==> src/rtl/sce_pkg.sv <==
// Shared types and constants of the serial console line editor.
// Holds character codes, result kinds, escape phases and the microcode word.
// Depends on nothing; imported by sce_useq, serial_console_line_editor and tb.
`timescale 1ns / 1ps

package sce_pkg;

  // Character codes
  localparam logic [7:0] CH_BS     = 8'h08;
  localparam logic [7:0] CH_DEL    = 8'h7F;
  localparam logic [7:0] CH_ESC    = 8'h1B;
  localparam logic [7:0] CH_LBRK   = 8'h5B;
  localparam logic [7:0] CH_UP     = 8'h41;
  localparam logic [7:0] CH_CR     = 8'h0D;
  localparam logic [7:0] CH_LF     = 8'h0A;
  localparam logic [7:0] CH_DOLLAR = 8'h24;
  localparam logic [7:0] CH_COLON  = 8'h3A;
  localparam logic [7:0] CH_SPACE  = 8'h20;
  localparam logic [7:0] CH_NUL    = 8'h00;

  // Result kinds
  localparam logic [1:0] KIND_BYTE  = 2'd0;
  localparam logic [1:0] KIND_ERASE = 2'd1;
  localparam logic [1:0] KIND_HOST  = 2'd2;

  // Register index on the APB port
  localparam logic REG_HOST_ENABLE = 1'b0;

  // Escape sequence tracker
  typedef enum logic [2:0] {
    ESC_IDLE = 3'b001,
    ESC_SEEN = 3'b010,
    ESC_CSI  = 3'b100
  } esc_t;

  // Microcode step addresses
  typedef logic [3:0] upc_t;
  localparam upc_t UPC_IDLE  = 4'd0;
  localparam upc_t UPC_CHAR  = 4'd1;
  localparam upc_t UPC_BKSP  = 4'd2;
  localparam upc_t UPC_CR1   = 4'd3;
  localparam upc_t UPC_CR2   = 4'd4;
  localparam upc_t UPC_LF    = 4'd5;
  localparam upc_t UPC_HOST  = 4'd6;
  localparam upc_t UPC_SAVE  = 4'd7;
  localparam upc_t UPC_PR1   = 4'd8;
  localparam upc_t UPC_PR2   = 4'd9;
  localparam upc_t UPC_PR3   = 4'd10;
  localparam upc_t UPC_RCL   = 4'd11;
  localparam upc_t UPC_ERASE = 4'd12;
  localparam upc_t UPC_LOAD  = 4'd13;
  localparam upc_t UPC_COPY  = 4'd14;

  // Microcode word fields
  typedef enum logic [1:0] {EM_NONE, EM_ALWAYS, EM_IF_HOST} emit_t;
  typedef enum logic [1:0] {SRC_CONST, SRC_RX, SRC_LINE, SRC_HIST} src_t;
  typedef enum logic [2:0] {LST_NO, LST_YES, LST_LF, LST_LOOP, LST_ERASE} last_t;
  typedef enum logic [2:0] {
    JMP_NEXT, JMP_GOTO, JMP_LOOP, JMP_LZERO, JMP_HZERO, JMP_DISPATCH
  } jmp_t;
  typedef enum logic [1:0] {IDX_HOLD, IDX_CLR, IDX_INC} idx_op_t;
  typedef enum logic [2:0] {LC_HOLD, LC_INC, LC_DEC, LC_CLR, LC_HIST} lc_op_t;
  typedef enum logic [1:0] {WR_NONE, WR_LINE_RX, WR_LINE_HIST, WR_HIST_LINE} wr_t;

  typedef struct packed {
    emit_t      emit;
    src_t       src;
    logic [7:0] chr;
    logic [1:0] kind;
    last_t      last;
    logic       line_end;
    jmp_t       jmp;
    upc_t       target;
    idx_op_t    idx_op;
    lc_op_t     lc_op;
    logic       hc_load;
    wr_t        wr;
  } uword_t;

  // Datapath status seen by the sequencer
  typedef struct packed {
    logic line_zero;
    logic line_full;
    logic hist_zero;
    logic loop_end;
    logic slot_free;
    logic host_en;
  } cond_t;

endpackage

==> src/rtl/serial_console_line_editor.sv <==
// Serial console line editor: takes received bytes and returns echo, erase
// and host-line beats. Top level with datapath, output register and APB port.
// Depends on sce_pkg, sce_useq and sce_bufs.
//
// Usage:
//   in_*  : one received byte per beat (valid/ready).
//   out_* : result beats (valid/ready); out_last marks the final beat of
//           the results caused by one input byte. Bytes with no result
//           produce no beat.
//   APB   : register 0 (address 0) is host_enable, bit 0. Write it only
//           while the block is idle. pready is tied high.
// Sequence: a byte is accepted and dispatched, then microcode steps run:
//   an ordinary byte runs the CHAR step, a backspace the BKSP step; CR/LF
//   runs CR1, CR2, LF, then the host copy loop and SAVE (empty line: PR1-PR3),
//   and history recall runs RCL, the erase loop, LOAD and the copy loop.
//   The copy and erase loops move one character per cycle unless stalled.
// Results pass through a single output register; a stalled receiver holds
//   the sequencer at its next emitting step, and a new byte is accepted
//   while the last result still waits. The first result beat of a byte is
//   loaded by the first emitting step after its dispatch step.
// Reset (rst_n, synchronous): line and history empty, no escape pending,
//   host_enable cleared, output empty. No clearing pass is needed.
`timescale 1ns / 1ps

module serial_console_line_editor
  import sce_pkg::*;
#(
  parameter int LINE_MAX = 31
) (
  input  logic        clk,
  input  logic        rst_n,
  // byte input
  input  logic        in_valid,
  output logic        in_ready,
  input  logic [7:0]  in_rx_byte,
  // results
  output logic        out_valid,
  input  logic        out_ready,
  output logic [7:0]  out_byte,
  output logic [1:0]  out_kind,
  output logic        out_line_end,
  output logic        out_last,
  // configuration
  input  logic        psel,
  input  logic        penable,
  input  logic        pwrite,
  input  logic [2:0]  paddr,
  input  logic [31:0] pwdata,
  output logic [31:0] prdata,
  output logic        pready
);

  localparam int   CNT_W           = $clog2(LINE_MAX + 1);

  logic             host_en_r;
  logic [CNT_W-1:0] line_cnt_r, line_cnt_nxt;
  logic [CNT_W-1:0] hist_cnt_r, hist_cnt_nxt;
  logic [CNT_W-1:0] idx_r, idx_nxt;
  logic [7:0]       rx_r;
  logic             out_valid_r;
  logic [7:0]       out_byte_r;
  logic [1:0]       out_kind_r;
  logic             out_line_end_r;
  logic             out_last_r;

  cond_t            cond;
  uword_t           uw;
  logic             fire;
  logic             emit_go;
  logic             loop_end;
  logic             line_we, hist_we;
  logic [CNT_W-1:0] waddr;
  logic [7:0]       wdata;
  logic [7:0]       line_rd, hist_rd;
  logic [7:0]       res_byte;
  logic             res_last;

  // status for the sequencer
  assign loop_end = ((idx_r + CNT_W'(1)) == line_cnt_r);
  assign cond = '{line_zero: (line_cnt_r == '0),
                  line_full: (line_cnt_r == CNT_W'(LINE_MAX)),
                  hist_zero: (hist_cnt_r == '0),
                  loop_end:  loop_end,
                  slot_free: (!out_valid_r || out_ready),
                  host_en:   host_en_r};

  sce_useq u_useq (
    .clk        (clk),
    .rst_n      (rst_n),
    .in_valid   (in_valid),
    .in_rx_byte (in_rx_byte),
    .cond       (cond),
    .in_ready   (in_ready),
    .uw         (uw),
    .fire       (fire),
    .emit_go    (emit_go)
  );

  // buffer writes
  always_comb begin
    line_we = 1'b0;
    hist_we = 1'b0;
    waddr   = idx_r;
    wdata   = rx_r;
    case (uw.wr)
      WR_LINE_RX: begin
        line_we = fire;
        waddr   = line_cnt_r;
      end
      WR_LINE_HIST: begin
        line_we = fire;
        wdata   = hist_rd;
      end
      WR_HIST_LINE: begin
        hist_we = fire;
        wdata   = line_rd;
      end
      default: ;
    endcase
  end

  sce_bufs #(
    .LINE_MAX (LINE_MAX)
  ) u_bufs (
    .clk     (clk),
    .line_we (line_we),
    .hist_we (hist_we),
    .waddr   (waddr),
    .wdata   (wdata),
    .raddr   (idx_nxt),
    .line_rd (line_rd),
    .hist_rd (hist_rd)
  );

  // index and counts; the read address follows the next index
  always_comb begin
    idx_nxt      = idx_r;
    line_cnt_nxt = line_cnt_r;
    hist_cnt_nxt = hist_cnt_r;
    if (fire) begin
      case (uw.idx_op)
        IDX_CLR: idx_nxt = '0;
        IDX_INC: idx_nxt = idx_r + CNT_W'(1);
        default: ;
      endcase
      case (uw.lc_op)
        LC_INC:  line_cnt_nxt = line_cnt_r + CNT_W'(1);
        LC_DEC:  line_cnt_nxt = line_cnt_r - CNT_W'(1);
        LC_CLR:  line_cnt_nxt = '0;
        LC_HIST: line_cnt_nxt = hist_cnt_r;
        default: ;
      endcase
      if (uw.hc_load) hist_cnt_nxt = line_cnt_r;
    end
  end

  // result beat contents
  always_comb begin
    case (uw.src)
      SRC_RX:   res_byte = rx_r;
      SRC_LINE: res_byte = line_rd;
      SRC_HIST: res_byte = hist_rd;
      default:  res_byte = uw.chr;
    endcase
    case (uw.last)
      LST_YES:   res_last = 1'b1;
      LST_LF:    res_last = !cond.line_zero && !host_en_r;
      LST_LOOP:  res_last = loop_end;
      LST_ERASE: res_last = loop_end && cond.hist_zero;
      default:   res_last = 1'b0;
    endcase
  end

  // control registers
  always_ff @(posedge clk) begin
    if (!rst_n) begin
      host_en_r   <= 1'b0;
      line_cnt_r  <= '0;
      hist_cnt_r  <= '0;
      idx_r       <= '0;
      out_valid_r <= 1'b0;
    end else begin
      if (psel && penable && pwrite && pready && (paddr[2] == REG_HOST_ENABLE)) begin
        host_en_r <= pwdata[0];
      end
      line_cnt_r <= line_cnt_nxt;
      hist_cnt_r <= hist_cnt_nxt;
      idx_r      <= idx_nxt;
      if (emit_go) begin
        out_valid_r <= 1'b1;
      end else if (out_ready) begin
        out_valid_r <= 1'b0;
      end
    end
  end

  // payload registers
  always_ff @(posedge clk) begin
    if (in_valid && in_ready) begin
      rx_r <= in_rx_byte;
    end
    if (emit_go) begin
      out_byte_r     <= res_byte;
      out_kind_r     <= uw.kind;
      out_line_end_r <= uw.line_end && loop_end;
      out_last_r     <= res_last;
    end
  end

  assign out_valid    = out_valid_r;
  assign out_byte     = out_byte_r;
  assign out_kind     = out_kind_r;
  assign out_line_end = out_line_end_r;
  assign out_last     = out_last_r;

  // register read
  assign pready = 1'b1;
  assign prdata = (paddr[2] == REG_HOST_ENABLE) ? {31'd0, host_en_r} : 32'd0;

  // checks
  a_line_cnt_range: assert property (@(posedge clk) disable iff (!rst_n)
    line_cnt_r <= CNT_W'(LINE_MAX))
    else $error("line count above limit");

  a_hist_cnt_range: assert property (@(posedge clk) disable iff (!rst_n)
    hist_cnt_r <= CNT_W'(LINE_MAX))
    else $error("history count above limit");

  a_no_overwrite: assert property (@(posedge clk) disable iff (!rst_n)
    (emit_go && out_valid_r) |-> out_ready)
    else $error("result loaded over a beat not yet taken");

  a_line_end_host: assert property (@(posedge clk) disable iff (!rst_n)
    (out_valid && out_line_end) |-> (out_kind == KIND_HOST && out_last))
    else $error("line end on a beat that does not close a host line");

  a_erase_zero: assert property (@(posedge clk) disable iff (!rst_n)
    (out_valid && out_kind == KIND_ERASE) |-> (out_byte == CH_NUL))
    else $error("erase beat carries a nonzero byte");

endmodule

==> src/rtl/sce_bufs.sv <==
// Line and history buffers of the serial console line editor.
// Two single-write memories with registered reads at a shared address.
// Depends on nothing outside this file.
`timescale 1ns / 1ps

module sce_bufs #(
  parameter int LINE_MAX = 31
) (
  input  logic                                clk,
  input  logic                                line_we,
  input  logic                                hist_we,
  input  logic [$clog2(LINE_MAX + 1) - 1:0]   waddr,
  input  logic [7:0]                          wdata,
  input  logic [$clog2(LINE_MAX + 1) - 1:0]   raddr,
  output logic [7:0]                          line_rd,
  output logic [7:0]                          hist_rd
);

  localparam int CNT_W = $clog2(LINE_MAX + 1);
  localparam int IDX_W = (LINE_MAX > 1) ? $clog2(LINE_MAX) : 1;

  logic [7:0] line_mem [LINE_MAX];
  logic [7:0] hist_mem [LINE_MAX];
  logic [7:0] line_rd_r;
  logic [7:0] hist_rd_r;

  // writes, and reads registered; the read address can run one past the end
  always_ff @(posedge clk) begin
    if (line_we) begin
      line_mem[waddr[IDX_W-1:0]] <= wdata;
    end
    if (hist_we) begin
      hist_mem[waddr[IDX_W-1:0]] <= wdata;
    end
    if (raddr < CNT_W'(LINE_MAX)) begin
      line_rd_r <= line_mem[raddr[IDX_W-1:0]];
      hist_rd_r <= hist_mem[raddr[IDX_W-1:0]];
    end
  end

  assign line_rd = line_rd_r;
  assign hist_rd = hist_rd_r;

endmodule

==> src/rtl/sce_useq.sv <==
// Microcode sequencer of the serial console line editor.
// Step counter, control store, byte dispatch and escape tracking.
// Depends on sce_pkg.
`timescale 1ns / 1ps

module sce_useq
  import sce_pkg::*;
(
  input  logic       clk,
  input  logic       rst_n,
  input  logic       in_valid,
  input  logic [7:0] in_rx_byte,
  input  cond_t      cond,
  output logic       in_ready,
  output uword_t     uw,
  output logic       fire,
  output logic       emit_go
);

  upc_t pc_r, pc_nxt;
  esc_t esc_r, esc_nxt;
  logic needs_emit;

  // control store: one word per step
  function automatic uword_t ucode_rom(input upc_t pc);
    uword_t w;
    w = '{emit: EM_NONE, src: SRC_CONST, chr: CH_NUL, kind: KIND_BYTE,
          last: LST_NO, line_end: 1'b0, jmp: JMP_GOTO, target: UPC_IDLE,
          idx_op: IDX_HOLD, lc_op: LC_HOLD, hc_load: 1'b0, wr: WR_NONE};
    case (pc)
      UPC_IDLE: begin
        w.jmp = JMP_DISPATCH;
      end
      UPC_CHAR: begin
        w.emit = EM_ALWAYS; w.src = SRC_RX; w.last = LST_YES;
        w.lc_op = LC_INC; w.wr = WR_LINE_RX;
      end
      UPC_BKSP: begin
        w.emit = EM_ALWAYS; w.kind = KIND_ERASE; w.last = LST_YES;
        w.lc_op = LC_DEC;
      end
      UPC_CR1, UPC_CR2: begin
        w.emit = EM_ALWAYS; w.chr = CH_CR; w.jmp = JMP_NEXT;
      end
      UPC_LF: begin
        w.emit = EM_ALWAYS; w.chr = CH_LF; w.last = LST_LF;
        w.jmp = JMP_LZERO; w.target = UPC_PR1; w.idx_op = IDX_CLR;
      end
      UPC_HOST: begin
        w.emit = EM_IF_HOST; w.src = SRC_LINE; w.kind = KIND_HOST;
        w.last = LST_LOOP; w.line_end = 1'b1; w.jmp = JMP_LOOP;
        w.target = UPC_SAVE; w.idx_op = IDX_INC; w.wr = WR_HIST_LINE;
      end
      UPC_SAVE: begin
        w.hc_load = 1'b1; w.lc_op = LC_CLR;
      end
      UPC_PR1: begin
        w.emit = EM_ALWAYS; w.chr = CH_DOLLAR; w.jmp = JMP_NEXT;
      end
      UPC_PR2: begin
        w.emit = EM_ALWAYS; w.chr = CH_COLON; w.jmp = JMP_NEXT;
      end
      UPC_PR3: begin
        w.emit = EM_ALWAYS; w.chr = CH_SPACE; w.last = LST_YES;
      end
      UPC_RCL: begin
        w.jmp = JMP_LZERO; w.target = UPC_LOAD; w.idx_op = IDX_CLR;
      end
      UPC_ERASE: begin
        w.emit = EM_ALWAYS; w.kind = KIND_ERASE; w.last = LST_ERASE;
        w.jmp = JMP_LOOP; w.target = UPC_LOAD; w.idx_op = IDX_INC;
      end
      UPC_LOAD: begin
        w.jmp = JMP_HZERO; w.target = UPC_IDLE; w.idx_op = IDX_CLR;
        w.lc_op = LC_HIST;
      end
      UPC_COPY: begin
        w.emit = EM_ALWAYS; w.src = SRC_HIST; w.last = LST_LOOP;
        w.jmp = JMP_LOOP; w.target = UPC_IDLE; w.idx_op = IDX_INC;
        w.wr = WR_LINE_HIST;
      end
      default: begin
        w.jmp = JMP_GOTO;
      end
    endcase
    return w;
  endfunction

  assign uw         = ucode_rom(pc_r);
  assign in_ready   = (uw.jmp == JMP_DISPATCH);
  assign needs_emit = (uw.emit == EM_ALWAYS) || ((uw.emit == EM_IF_HOST) && cond.host_en);
  // a step retires when its beat (if any) can be loaded into the output register
  assign fire       = in_ready ? in_valid : (!needs_emit || cond.slot_free);
  assign emit_go    = fire && needs_emit;

  // next step and escape phase
  always_comb begin
    pc_nxt  = pc_r;
    esc_nxt = esc_r;
    if (fire) begin
      case (uw.jmp)
        JMP_NEXT:  pc_nxt = pc_r + 1'b1;
        JMP_GOTO:  pc_nxt = uw.target;
        JMP_LOOP:  pc_nxt = cond.loop_end ? uw.target : pc_r;
        JMP_LZERO: pc_nxt = cond.line_zero ? uw.target : pc_r + 1'b1;
        JMP_HZERO: pc_nxt = cond.hist_zero ? uw.target : pc_r + 1'b1;
        JMP_DISPATCH: begin
          pc_nxt  = UPC_IDLE;
          esc_nxt = ESC_IDLE;
          case (esc_r)
            ESC_SEEN: begin
              if (in_rx_byte == CH_LBRK) esc_nxt = ESC_CSI;
            end
            ESC_CSI: begin
              if (in_rx_byte == CH_UP) pc_nxt = UPC_RCL;
            end
            default: begin
              if (in_rx_byte == CH_CR || in_rx_byte == CH_LF) begin
                pc_nxt = UPC_CR1;
              end else if (in_rx_byte == CH_BS || in_rx_byte == CH_DEL) begin
                if (!cond.line_zero) pc_nxt = UPC_BKSP;
              end else if (in_rx_byte == CH_ESC) begin
                esc_nxt = ESC_SEEN;
              end else if (!cond.line_full) begin
                pc_nxt = UPC_CHAR;
              end
            end
          endcase
        end
        default: pc_nxt = UPC_IDLE;
      endcase
    end
  end

  always_ff @(posedge clk) begin
    if (!rst_n) begin
      pc_r  <= UPC_IDLE;
      esc_r <= ESC_IDLE;
    end else begin
      pc_r  <= pc_nxt;
      esc_r <= esc_nxt;
    end
  end

endmodule

==> config.mk <==
export PLATFORM = sky130hd
export DESIGN_NAME = serial_console_line_editor
export DESIGN_NICKNAME = d
export VERILOG_FILES = /design/src/rtl/sce_pkg.sv /design/src/rtl/serial_console_line_editor.sv /design/src/rtl/sce_bufs.sv /design/src/rtl/sce_useq.sv
export SDC_FILE = /design/constraint.sdc
export NUM_CORES = 1
export LEC_CHECK = 0
export ABC_AREA = 0
export CAP_MARGIN = 5
export CORE_MARGIN = 10
export CORE_UTILIZATION = 45
export CTS_CLUSTER_DIAMETER = 60
export DETAILED_ROUTE_END_ITERATION = 12
export DONT_BUFFER_PORTS = 1
export SLEW_MARGIN = 10
export SYNTH_ARGS = -nofsm -noshare
export SYNTH_HDL_FRONTEND = slang
export SYNTH_SLANG_ARGS = --single-unit
==> constraint.sdc <==
create_clock -name clk -period 12.1 [get_ports clk]
set_clock_uncertainty 0.1 [all_clocks]
set_input_delay 0.605 -clock clk [delete_from_list [all_inputs] [get_ports clk]]
set_output_delay 0.605 -clock clk [all_outputs]
set_load 0.005 [all_outputs]
==> impl_metrics.csv <==
group,metric,value,unit
worst_setup_path,rr_endpoint,"u_bufs.line_rd[0]",
place,place_ws,4.867,ns
global_routing,maximum_number_of_pins_on_one_net_before_global_route_repair,171,
timing,slew-limit-headroom,22.11,%
yosys,postSynth.topFlopCell,"edfxtp_1",
pwr,seqPwrFrac,46.8,%
routing,detail-route-antenna-nets,0,
worst_setup_path,critPathArrivalTime,7.67,ns
final_layout,layout.filler_cells,5066,
worst_setup_path,critical-path-top-delay-family,"buffers and inverters",
pwr,power_switching_share,29.30,%
routing,avgViaCountPerCell,6.149,
worst_setup_path,worst_setup_path_type,"reg -> reg",
worst_setup_path,cp_cell_sequence,"inv_1 -> ha_1 -> clkinv_1 -> a21bo_2 -> inv_1 -> ha_1 -> inv_1 -> or3_1 -> buf_4 -> a21o_2 -> buf_4 -> o21ai_4 -> buf_4 -> buf_4 -> a21oi_1 -> a211oi_1 -> o32ai_1 -> a221oi_1",
yosys,synth.yosys.seq_area_share,62.62,%
pwr,p_leak,9.504,nW
worst_setup_path,critPathMaxStageDelay,0.84,ns
final_layout,finalNetCount,2126,
clock_network,cts_post_setup_buffers_inserted,0,
yosys,synth_edf_count,532,
routing,detailedRoute.firstPassIterationCount,6,
timing,worst_slew_pin_slew,1.168,ns
worst_setup_path,timing.critical_path.to,"u_bufs.line_rd[0]",
final_layout,final_cell_mix,"532 x edfxtp_1, 252 x nand2_1, 139 x nor2_1, 122 x o211ai_1, 121 x inv_1",
pwr,power_density,180.0,nW/um^2
global_routing,grt_pass1_vias,16990,
place,dpl_cell_area,26750,sq um
place,dpl_wire_length,42560,um
timing,fin_tns_setup,0,ns
clock_network,cts.reportedPaths.clkPinSlew,0.06,ns
final_layout,layout.cells.most_common,"edfxtp_1",
global_routing,grt_pass1_wl,108700,um
final_layout,antenna_cells_inserted,0,
clock_network,cts_tree,"built",
final_layout,area_delta_synth_final,9.503,%
global_routing,grt_antenna_before_repair,1,
routing,postRouteWirelength,72850,um
clock_network,numCtsBuffers,60,
floorplanning,die-area,68460,sq um
run_status,status,"finished, final reports clean",
pwr,clock_power_share,34.4,%
pwr,vdd.ir_drop.worst,131.2,uV
run,max_cap_viol_count,0,
clock_network,clkLatencyLatePin,0.63,ns
final_layout,drive_above_1_share,11.84,%
floorplanning,die-width,261.7,um
worst_setup_path,r2r_start,"u_useq.pc_r[0]",
clock_network,clockRootBuffer,"clkbuf_16",
yosys,netlist_area,26280,sq um
pwr,power.total,5.180,mW
worst_setup_path,worstPathBufferInverterCount,8,
yosys,yosys_warnings,0,
floorplanning,initial_util,45.46,%
floorplanning,core.rowCount,88,
pwr,comb_power_share,18.8,%
clock_network,clock-sinks,556,
routing,via_count,17690,
global_routing,grt.total_usage,20.94,%
pwr,power.net_switching,1.518,mW
worst_setup_path,worst_path_most_repeated_cell,"buf_4",
pwr,internal_power,3.662,mW
yosys,async_flop_share,0,%
yosys,netlist_instances,2122,
timing,hold_viol,0,
floorplanning,io_pins,97,
yosys,synthDistinctLibCells,91,
timing,finalWorstSetupSlack,4.696,ns
timing,finalSetupViolCount,0,
place,number_of_port_buffers,0,
worst_setup_path,regToRegSetupSlack,4.70,ns
floorplanning,core_area,57810,sq um
yosys,postSynthAreaPerCell,12.38,sq um
place,gp_congestion,0.8937,
routing,drt_iter0_drcs,1917,
final_layout,final_design_area_no_fill,28780,sq um
timing,final_period_minus_worst_setup_slack,7.404,ns
global_routing,globalRoute.totalOverflow,0,
worst_setup_path,startpoint_type,"register",
worst_setup_path,worst_path_max_delay_cell,"buf_4",
timing,grt_setup_unrepaired,"no",
clock_network,cts_buffer_depth,3,
worst_setup_path,worst-endpoint-required,12.37,ns
min_path,worst_min_path_class,"in -> reg",
timing,timing.final.max_slew_violations,0,
timing,fmax,0.1351,GHz
floorplanning,die_height,261.7,um
clock_network,cts.htree.levels,2,
worst_setup_path,timing.reg2reg.worst_path_depth,18,
worst_setup_path,worst-path-max-fanout,72,
routing,routed_wire_length_per_instance,25.32,um
worst_setup_path,kind_of_end_point_of_the_critical_path,"register",
routing,drc_errors,0,
timing,post-route-period-util,61.19,%
clock_network,post_cts.resized_instances,0,
yosys,yosys_register_bits,556,
worst_setup_path,worst-path-stages,18,
min_path,hold_path_startpoint,"rst_n",
worst_setup_path,timing.critical_path.from,"u_useq.pc_r[0]",
-- registers in the layout, summed over array words and instances (netlist names), 2 cells and up --
signal           count
u_bufs.hist_mem    248
line_cnt_r           5
u_bufs.line_mem    248
out_byte             8
u_bufs.line_rd       8
out_kind             2
hist_cnt_r           5
u_bufs.hist_rd       8
rx_r                 8
u_useq.pc_r          4
idx_r                5
u_useq.esc_r         3
-- power groups by stage --
stage | combinational (mW) | sequential (mW) | clock (mW)
floorplan | 0.644 | 2.46 | 0
finish | 0.972 | 2.42 | 1.78
global placement | 0.935 | 2.46 | 0
detailed placement | 0.958 | 2.46 | 0
CTS | 0.967 | 2.42 | 1.81
global route | 1.05 | 2.43 | 1.88
-- cell usage after synthesis (all sizes together), types with 5 or more instances --
master   number  area, sq um
a2111oi      15        193.9
a211oi       65        580.6
a21boi       18        146.4
a21o          5        38.79
a21oi        43        230.2
a221oi       30        275.3
a22oi        17        132.6
a311oi        5        50.04
a31o         32        280.3
and2          8        50.05
and4bb       14        175.2
buf         118        703.2
clkbuf       77        289.0
dfxtp        24        480.5
edfxtp      532        15980
ha           12        150.1
inv         121        454.2
mux2         19        214.0
mux2i        80        800.8
nand2       254        960.9
nand3        82        415.4
nand3b        6        45.04
nor2        140        533.0
nor2b        12        75.07
nor3         10        66.32
nor4          5        31.28
o2111ai      31        271.5
o211a        12        120.1
o211ai      122        915.9
o21ai        68        347.8
o221a        18        202.7
o221ai       17        148.9
o31ai        19        142.6
o32ai        17        156.4
xnor2         8        70.07
xor2          5        43.79
-- area by class of cell --
cell class              instances  area [sq um]  share of cell area [%]
well taps                     765         957.2                   3.326
flip-flops and latches        556         16460                   57.19
repair buffers                 44         370.4                   1.287
clock buffers                  85          1668                   5.796
multi-input cells            1276          8610                   29.92
inverters                     125         474.2                   1.648
clock inverters                26         240.2                  0.8348
-- cell families (layout without fill, tap and decap cells) --
family / Yosys count / count (layout) / synth area share [%]
xor gates and xnor gates: 13 / 13 / 0.4333
AOI/OAI and AO/OA: 560 / 560 / 17.10
adders and majority gates: 13 / 13 / 0.6475
DFF: 556 / 556 / 62.62
muxes: 99 / 99 / 3.861
other: 2 / 32 / 0.02858
and+or+nand+nor: 559 / 559 / 9.732
buffers and inverters: 320 / 280 / 5.580
-- worst min-delay path by stage --
| stage | endpoint | slack (ns) | cells past startpoint |
|---|---|---|---|
| after floorplan | u_useq.esc_r[0] | 0.37 | 2 |
| after global routing | line_cnt_r[2] | 0.004 | 1 |
| after CTS | line_cnt_r[2] | 0.0008 | 1 |
| after global placement | u_useq.esc_r[0] | 0.39 | 2 |
| final | host_en_r | 0.02 | 1 |
| after detailed placement | u_useq.esc_r[1] | 0.41 | 2 |
-- per-stage QoR --
step	utilization, %	hold slack (ns)	cells
3_3_place_gp	46.28	0.3893	2755
3_5_place_dp	46.28	0.4110	2755
5_1_grt	49.78	0.003960	2877
6_report	49.78	0.02441	2877
4_1_cts	49.77	0.0008171	2877
2_1_floorplan	-	0.3683	2152
-- routing by layer --
metal	routed length, um	share of wire (%)	up-vias	track usage (%)
met4	2735	3.8	0	8.862
li1	-	-	7953	-
met5	0	0	-	0
met3	4895	6.7	138	2.772
met2	34070	47	694	33.04
met1	31150	43	8907	28.78
-- timing repair --
item,4_1_cts,5_1_grt
setup endpoints to repair,0,0
endpoints found under the hold margin,17,0
hold buffers,11,0
No activity file was read; power rests on OpenSTA's default activity.
